### config.mk
export PLATFORM = sky130hd
export DESIGN_NAME = quarter_day_calendar_counter
export DESIGN_NICKNAME = d
export VERILOG_FILES = /design/src/qdc_pkg.sv /design/src/qdc_seq.sv /design/src/quarter_day_calendar_counter.sv
export SDC_FILE = /design/constraint.sdc
export NUM_CORES = 1
export LEC_CHECK = 0
export ABC_AREA = 1
export BUFFER_PORTS_ARGS = -buffer_cell sky130_fd_sc_hd__buf_2
export CORE_MARGIN = 2
export CORE_UTILIZATION = 45
export CTS_CLUSTER_SIZE = 16
export DETAILED_ROUTE_END_ITERATION = 8
export GPL_TIMING_DRIVEN = 1
export PLACE_DENSITY = 0.6
export REMOVE_ABC_BUFFERS = 1
export SLEW_MARGIN = 20
export SYNTH_ARGS = -nofsm -noshare
export SYNTH_HDL_FRONTEND = slang
export SYNTH_SLANG_ARGS = --single-unit
### constraint.sdc
create_clock -name clk_i -period 3.8 [get_ports clk_i]
set_clock_uncertainty 0.15 [all_clocks]
set_input_delay 0.19 -clock clk_i [delete_from_list [all_inputs] [get_ports clk_i]]
set_output_delay 0.19 -clock clk_i [all_outputs]
set_load 0.02 [all_outputs]
### src/qdc_pkg.sv
// Shared types, control-store contents and the month length table for the calendar counter.
package qdc_pkg;

  localparam int unsigned PcW = 2;
  localparam int unsigned DayWorkW = 14;
  localparam int unsigned InW = 16;
  localparam logic [2:0] PhaseFirst = 3'd1;
  localparam logic [3:0] MonthFirst = 4'd1;
  localparam logic [3:0] MonthLast = 4'd12;
  localparam logic [3:0] MonthFeb = 4'd2;

  typedef logic [PcW-1:0] pc_t;

  // What the datapath does in the current step.
  typedef enum logic [1:0] {
    ACT_WAIT,
    ACT_START,
    ACT_MONTH,
    ACT_EMIT
  } act_e;

  // How the step counter moves on.
  typedef enum logic [2:0] {
    JMP_NEXT,
    JMP_ALWAYS,
    JMP_IN,
    JMP_DAY_GT,
    JMP_OUT_FREE
  } jmp_e;

  typedef struct packed {
    act_e act;
    jmp_e jmp;
    pc_t  target;
  } ucode_t;

  typedef struct packed {
    logic in_beat;
    logic in_pos;
    logic day_gt;
    logic out_free;
  } qdc_stat_t;

  typedef struct packed {
    act_e act;
  } qdc_ctrl_t;

  localparam pc_t PcWait = 2'd0;
  localparam pc_t PcStart = 2'd1;
  localparam pc_t PcMonth = 2'd2;
  localparam pc_t PcEmit = 2'd3;

  // The control store. A nonpositive beat skips straight to the result step.
  function automatic ucode_t ucode_rom(input pc_t pc);
    ucode_t w;
    case (pc)
      PcWait:  w = '{act: ACT_WAIT,  jmp: JMP_IN,       target: PcEmit};
      PcStart: w = '{act: ACT_START, jmp: JMP_NEXT,     target: PcMonth};
      PcMonth: w = '{act: ACT_MONTH, jmp: JMP_DAY_GT,   target: PcMonth};
      PcEmit:  w = '{act: ACT_EMIT,  jmp: JMP_OUT_FREE, target: PcWait};
      default: w = '{act: ACT_WAIT,  jmp: JMP_ALWAYS,   target: PcWait};
    endcase
    return w;
  endfunction

  function automatic logic [4:0] month_days(input logic [3:0] month, input logic leap);
    logic [4:0] len;
    case (month)
      4'd1, 4'd3, 4'd5, 4'd7, 4'd8, 4'd10, 4'd12: len = 5'd31;
      4'd4, 4'd6, 4'd9, 4'd11:                    len = 5'd30;
      MonthFeb:                                   len = leap ? 5'd29 : 5'd28;
      default:                                    len = 5'd31;
    endcase
    return len;
  endfunction

endpackage

### src/qdc_seq.sv
// Microcode sequencer: step counter, control store lookup and conditional jumps.
module qdc_seq
  import qdc_pkg::*;
(
  input  logic      clk_i,
  input  logic      rst_ni,
  input  qdc_stat_t stat_i,
  output qdc_ctrl_t ctrl_o
);

  pc_t    pc_q, pc_d;
  ucode_t word;

  assign word = ucode_rom(pc_q);
  assign ctrl_o.act = word.act;

  always_comb begin
    pc_d = pc_q;
    case (word.jmp)
      JMP_NEXT:   pc_d = pc_q + pc_t'(1);
      JMP_ALWAYS: pc_d = word.target;
      JMP_IN: begin
        if (stat_i.in_beat) begin
          pc_d = stat_i.in_pos ? pc_q + pc_t'(1) : word.target;
        end
      end
      JMP_DAY_GT: pc_d = stat_i.day_gt ? word.target : pc_q + pc_t'(1);
      JMP_OUT_FREE: begin
        if (stat_i.out_free) begin
          pc_d = word.target;
        end
      end
      default:    pc_d = PcWait;
    endcase
  end

  always_ff @(posedge clk_i or negedge rst_ni) begin
    if (!rst_ni) begin
      pc_q <= PcWait;
    end else begin
      pc_q <= pc_d;
    end
  end

  // The waiting step holds until a beat and the result step while the output register is full;
  // the month loop must leave once the day fits.
  a_loop_exit: assert property (@(posedge clk_i) disable iff (!rst_ni)
    (word.act == ACT_MONTH && !stat_i.day_gt) |=> (pc_q == PcEmit))
    else $error("month loop did not exit to the result step");

  a_skip_nonpos: assert property (@(posedge clk_i) disable iff (!rst_ni)
    (word.act == ACT_WAIT && stat_i.in_beat && !stat_i.in_pos) |=> (pc_q == PcEmit))
    else $error("nonpositive beat did not go straight to the result step");

  a_emit_holds: assert property (@(posedge clk_i) disable iff (!rst_ni)
    (word.act == ACT_EMIT && !stat_i.out_free) |=> (pc_q == PcEmit))
    else $error("result step left while the output register was full");

endmodule

### src/quarter_day_calendar_counter.sv
// Top level of the quarter-day calendar counter: handshakes, calendar datapath, output register.
// A positive advance passes through the start step, one month step per month boundary crossed
// (one month per cycle, up to about 270 boundaries), and the result step, where the output loads.
// A zero or negative advance goes straight from the waiting step to the result step. One beat is
// in work at a time: no new beat is accepted until the result step has loaded the output register.
// Reset, asynchronous and active low, sets 1 January year 0, morning, and empties the output.
module quarter_day_calendar_counter
  import qdc_pkg::*;
#(
  parameter int unsigned YEAR_BITS = 16
) (
  input  logic               clk_i,
  input  logic               rst_ni,
  input  logic               in_valid_i,
  output logic               in_stall_o,
  input  logic signed [15:0] advance_quarters_i,
  output logic               out_valid_o,
  input  logic               out_stall_i,
  output logic [2:0]         day_phase_o,
  output logic [4:0]         day_of_month_o,
  output logic [3:0]         month_number_o,
  output logic [15:0]        year_number_o
);

  qdc_stat_t stat;
  qdc_ctrl_t ctrl;

  logic [2:0]           phase_q, phase_d;
  logic [4:0]           day_q, day_d;
  logic [3:0]           month_q, month_d;
  logic [YEAR_BITS-1:0] year_q, year_d;
  logic [InW-2:0]       adv_q, adv_d;
  logic [DayWorkW-1:0]  day_w_q, day_w_d;

  logic                 out_valid_q, out_valid_d;
  logic [2:0]           out_phase_q, out_phase_d;
  logic [4:0]           out_day_q, out_day_d;
  logic [3:0]           out_month_q, out_month_d;
  logic [15:0]          out_year_q, out_year_d;

  logic [4:0]           len;
  logic [InW:0]         total_m1;
  logic [DayWorkW-1:0]  day_sum;
  logic [YEAR_BITS+15:0] year_ext;

  qdc_seq u_seq (
    .clk_i  (clk_i),
    .rst_ni (rst_ni),
    .stat_i (stat),
    .ctrl_o (ctrl)
  );

  assign in_stall_o = (ctrl.act != ACT_WAIT);

  assign len = month_days(month_q, year_q[1:0] == 2'b00);
  // The phase is at least one, so subtracting one never wraps.
  assign total_m1 = {{(InW-2){1'b0}}, phase_q} + {2'b00, adv_q} - (InW+1)'(1);
  assign day_sum = {{(DayWorkW-5){1'b0}}, day_q} + total_m1[DayWorkW+1:2];
  assign year_ext = {16'b0, year_q};

  assign stat.in_beat = in_valid_i && !in_stall_o;
  assign stat.in_pos = (advance_quarters_i > 16'sd0);
  assign stat.day_gt = (day_w_q > {{(DayWorkW-5){1'b0}}, len});
  assign stat.out_free = !out_valid_q || !out_stall_i;

  always_comb begin
    phase_d = phase_q;
    day_d = day_q;
    month_d = month_q;
    year_d = year_q;
    adv_d = adv_q;
    day_w_d = day_w_q;
    out_valid_d = out_valid_q && out_stall_i;
    out_phase_d = out_phase_q;
    out_day_d = out_day_q;
    out_month_d = out_month_q;
    out_year_d = out_year_q;
    case (ctrl.act)
      ACT_WAIT: begin
        if (stat.in_beat) begin
          adv_d = advance_quarters_i[InW-2:0];
          day_w_d = {{(DayWorkW-5){1'b0}}, day_q};
        end
      end
      ACT_START: begin
        phase_d = {1'b0, total_m1[1:0]} + PhaseFirst;
        day_w_d = day_sum;
      end
      ACT_MONTH: begin
        if (stat.day_gt) begin
          day_w_d = day_w_q - {{(DayWorkW-5){1'b0}}, len};
          if (month_q == MonthLast) begin
            month_d = MonthFirst;
            year_d = year_q + YEAR_BITS'(1);
          end else begin
            month_d = month_q + 4'd1;
          end
        end
      end
      ACT_EMIT: begin
        if (stat.out_free) begin
          day_d = day_w_q[4:0];
          out_valid_d = 1'b1;
          out_phase_d = phase_q;
          out_day_d = day_w_q[4:0];
          out_month_d = month_q;
          out_year_d = year_ext[15:0];
        end
      end
      default: begin
      end
    endcase
  end

  always_ff @(posedge clk_i or negedge rst_ni) begin
    if (!rst_ni) begin
      phase_q <= PhaseFirst;
      day_q <= 5'd1;
      month_q <= MonthFirst;
      year_q <= '0;
      out_valid_q <= 1'b0;
    end else begin
      phase_q <= phase_d;
      day_q <= day_d;
      month_q <= month_d;
      year_q <= year_d;
      out_valid_q <= out_valid_d;
    end
  end

  always_ff @(posedge clk_i) begin
    adv_q <= adv_d;
    day_w_q <= day_w_d;
    out_phase_q <= out_phase_d;
    out_day_q <= out_day_d;
    out_month_q <= out_month_d;
    out_year_q <= out_year_d;
  end

  assign out_valid_o = out_valid_q;
  assign day_phase_o = out_phase_q;
  assign day_of_month_o = out_day_q;
  assign month_number_o = out_month_q;
  assign year_number_o = out_year_q;

  a_day_fits: assert property (@(posedge clk_i) disable iff (!rst_ni)
    (ctrl.act == ACT_EMIT) |-> (day_w_q != '0 && !stat.day_gt))
    else $error("day out of range for the month at the result step");

  a_phase_range: assert property (@(posedge clk_i) disable iff (!rst_ni)
    (phase_q != 3'd0 && phase_q <= 3'd4))
    else $error("day phase out of range");

  a_month_range: assert property (@(posedge clk_i) disable iff (!rst_ni)
    (month_q != 4'd0 && month_q <= MonthLast))
    else $error("month out of range");

  a_load_at_emit: assert property (@(posedge clk_i) disable iff (!rst_ni)
    (out_valid_q && !$past(out_valid_q && out_stall_i)) |-> $past(ctrl.act == ACT_EMIT))
    else $error("output register loaded outside the result step");

endmodule

==> results.py <==
metrics = {
    "timing": {
        "fmax_mhz": 280,
        "slew_violations": 0,
        "fin_crit_sh": 0.941,
        "post-route-min-period_ps": 3570,
        "tightest_slew_ps": 1040,
        "slew_headroom": 0.304,
        "layout_setup_ws_ps": 226,
        "setup_viol": 0,
        "fin_tns_setup_ps": 0,
        "finalHoldViolations": 0,
    },
    "routing": {
        "num_vias": 4368,
        "drc": 0,
        "wl_per_cell_um": 13.1,
        "routed_wl_mm": 11.3,
        "vias_per_cell": 5.08,
        "dr.pass1.iters": 5,
        "drt_iter0_markers": 246,
        "antenna_left": 0,
    },
    "final_layout": {
        "n_antenna_cell": 0,
        "layout.cells.non_filler": 859,
        "drive_above_1_share": 0.140,
        "nFillCells": 1072,
        "area_growth_pct": 17.1,
        "seq_area_sq_mm": 0.00249,
        "fin_util": 0.533,
        "nets": 767,
        "multi_input_area_sq_mm": 0.00248,
    },
    "setup_path": {
        "path_delay_family": "adder cells",
        "end_kind": "flop",
        "crit_type": "flop to flop",
        "ff2ff_setup_slack_ps": 230,
        "cpMaxStageDelayCell": "dfstp_2",
        "r2r_start": "phase_q[0]",
        "cpPeakStageDelay_ps": 530,
        "worst_path_most_repeated_cell": "inv_1",
        "timing.rr.end": "day_w_q[12]",
        "crit_path_cell_trace": "inv_1, ha_1, inv_1, ha_4, inv_1, fa_2, inv_1, nand3_1, nand2_2, xor2_1, ha_1, buf_4, a21oi_1, nand2_1, nand2_1, nand2_1, nand3_2, nor2_4, nand4_1, nand3_1, a21oi_1",
        "cp-startpoint": "phase_q[0]",
        "path_buf_inv": 5,
        "worst_ep_arrival_time_ps": 3510,
        "reg2reg_depth": 21,
        "required_ps": 3740,
        "path_depth": 21,
        "cp_max_fo": 5,
        "crit_end": "day_w_q[12]",
        "worst_setup_path_start_kind": "flop",
    },
    "power_and_ir_drop": {
        "power_w": 0.00488,
        "powerDensity_mw_per_mm2": 772,
        "irDropWorstVdd_mv": 0.300,
        "p_leak_nw": 2.97,
    },
    "global_route": {
        "grt_pass1_vias": 4189,
        "antenna_found_initial": 0,
        "grt_usage": 0.186,
        "overflow": 0,
        "grt_pass1_wl_mm": 18.9,
        "grt_max_degree": 32,
    },
    "clock_network": {
        "ctsRootBufferMaster": "clkbuf_16",
        "h-tree-depth": 3,
        "cts.clk_slew.worst_paths_ps": 70,
        "clock_sinks": 88,
        "cts.path.max_buffers": 2,
        "cts_tree": "built",
        "cts_buffers": 9,
        "clkLatencyLatePin_ps": 360,
    },
    "run_status": {
        "status": "finished clean",
    },
    "yosys": {
        "yosysTopAreaCell": "edfxtp_1",
        "synth_area_leaders": "edfxtp_1 (32%), dfrtp_1 (13%), nand2_1 (10%)",
        "synth_edf_count": 57,
        "synthFlopType": "edfxtp_1",
        "avgSynthCellArea_sq_um": 8.53,
        "netlist_area_sq_mm": 0.00540,
        "syn_inst": 633,
        "netlist.area_leader.share": 0.317,
        "ys_warn_count": 0,
        "synth_common_cells": "nand2_1 (149), inv_1 (108), edfxtp_1 (57), nand3_1 (55), ha_1 (37)",
        "seq_area_frac_synth": 0.461,
        "synth_seq_cells": 88,
        "synth_most_common_cell": "nand2_1",
        "async_flop_share": 0.352,
        "ys_types": 39,
    },
    "die": {
        "num_io_pins": 50,
        "initial_core_util": 0.455,
        "fp.coreArea_sq_mm": 0.0119,
        "die_h_um": 114,
        "rows": 40,
        "die_w_um": 114,
        "dieArea_sq_mm": 0.0129,
    },
    "placed_design": {
        "dpl_worst_slack_ps": 139,
        "place_hpwl_mm": 8.51,
        "place_inst": 824,
        "io_buffers": 49,
        "gp_congestion": 0.889,
    },
    "flow_run": {
        "maxCapViolCount": 0,
    },
    "hold_path": {
        "hp-class": "input port to flop",
    },
}
## placed cells by master, fill, tap and decap left out, types with 3 or more instances in the layout
cell type,instances
nor2_1,33
nand4_1,16
a21oi_1,30
nor4_1,5
nand2_1,148
nand2_4,3
o21ai_0,35
buf_2,49
nand3_1,55
a31o_2,3
nor2_4,4
dfstp_2,3
xnor2_1,6
dfrtp_1,28
inv_1,108
a31oi_1,4
nand3_2,4
nor3_1,8
clkbuf_16,10
nand2_2,5
xor2_1,12
dlygate4sd3_1,17
buf_4,3
ha_1,36
edfxtp_1,57
## registers in the layout, summed over array words and instances, names as in the netlist
name            count
adv_q              15
u_seq.pc_q          2
day_w_q            14
month_q             4
phase_q             3
day_of_month_o      5
month_number_o      4
year_q             16
day_q               5
out_valid_o         1
day_phase_o         3
year_number_o      16
## metrics by stage
step / hold WS, ps / instance area, sq um
after floorplan: -256 / 5380
after global placement: 151 / 5810
after detailed placement: 150 / 5810
after CTS: 61.8 / 6290
after global routing: 134 / 6320
final: 64.2 / 6320
## tightest hold or removal path: cells and delay by family
kind            cells  cell delay (ps)
compound gates      2              160
buf+inv             2              170
## kinds of logic (layout without fill, tap and decap cells)
kind of cell               count (synthesis)  in the layout  synth area share
DFF                                       88             88             0.461
buffers and inverters                    117            196            0.0823
and+or+nand+nor                          290            290             0.251
adders and majority gates                 40             40            0.0968
xor gates and xnor gates                  18             18            0.0292
AOI/OAI and AO/OA                         80             80            0.0797
## power breakdown
| group | leakage (nW) | switching [W] | internal [W] |
|---|---|---|---|
| logic | 1.87 | 0.00153 | 0.000821 |
| clock network | 0.149 | 0.000411 | 0.000497 |
| registers | 0.946 | 0.000191 | 0.00143 |
## per-layer routing
layer	global-route usage	share of wire
met5	0	0
met3	0.0303	0.031
met2	0.335	0.51
met4	0.0667	0.015
met1	0.224	0.45
## layout make-up
| cell class | instances | share of cell area |
|---|---|---|
| timing repair buffer | 69 | 0.0693 |
| inverter | 111 | 0.0663 |
| tap | 147 | 0.0291 |
| multi-input combinational | 428 | 0.393 |
| clock buffer | 10 | 0.0396 |
| sequential | 88 | 0.394 |
| clock inverter | 6 | 0.00910 |
## what timing repair did
action	in CTS	in global routing
hold buffers	17	0
endpoints found under the hold margin	44	0
setup endpoints to repair	0	6
setup buffers	0	2
resized for setup	0	4
## worst min-delay path by stage
stage | start | end | slack [ps] | cells after the start
final | in_valid_i | u_seq.pc_q[0] | 60 | 4
after global placement | rst_ni | year_q[6] | 150 | 1
after global routing | in_valid_i | u_seq.pc_q[0] | 130 | 4
after CTS | in_valid_i | u_seq.pc_q[0] | 60 | 4
after floorplan | rst_ni | day_q[1] | -260 | 0
after detailed placement | rst_ni | year_q[9] | 150 | 1
Power figures use the tool's default switching activity.
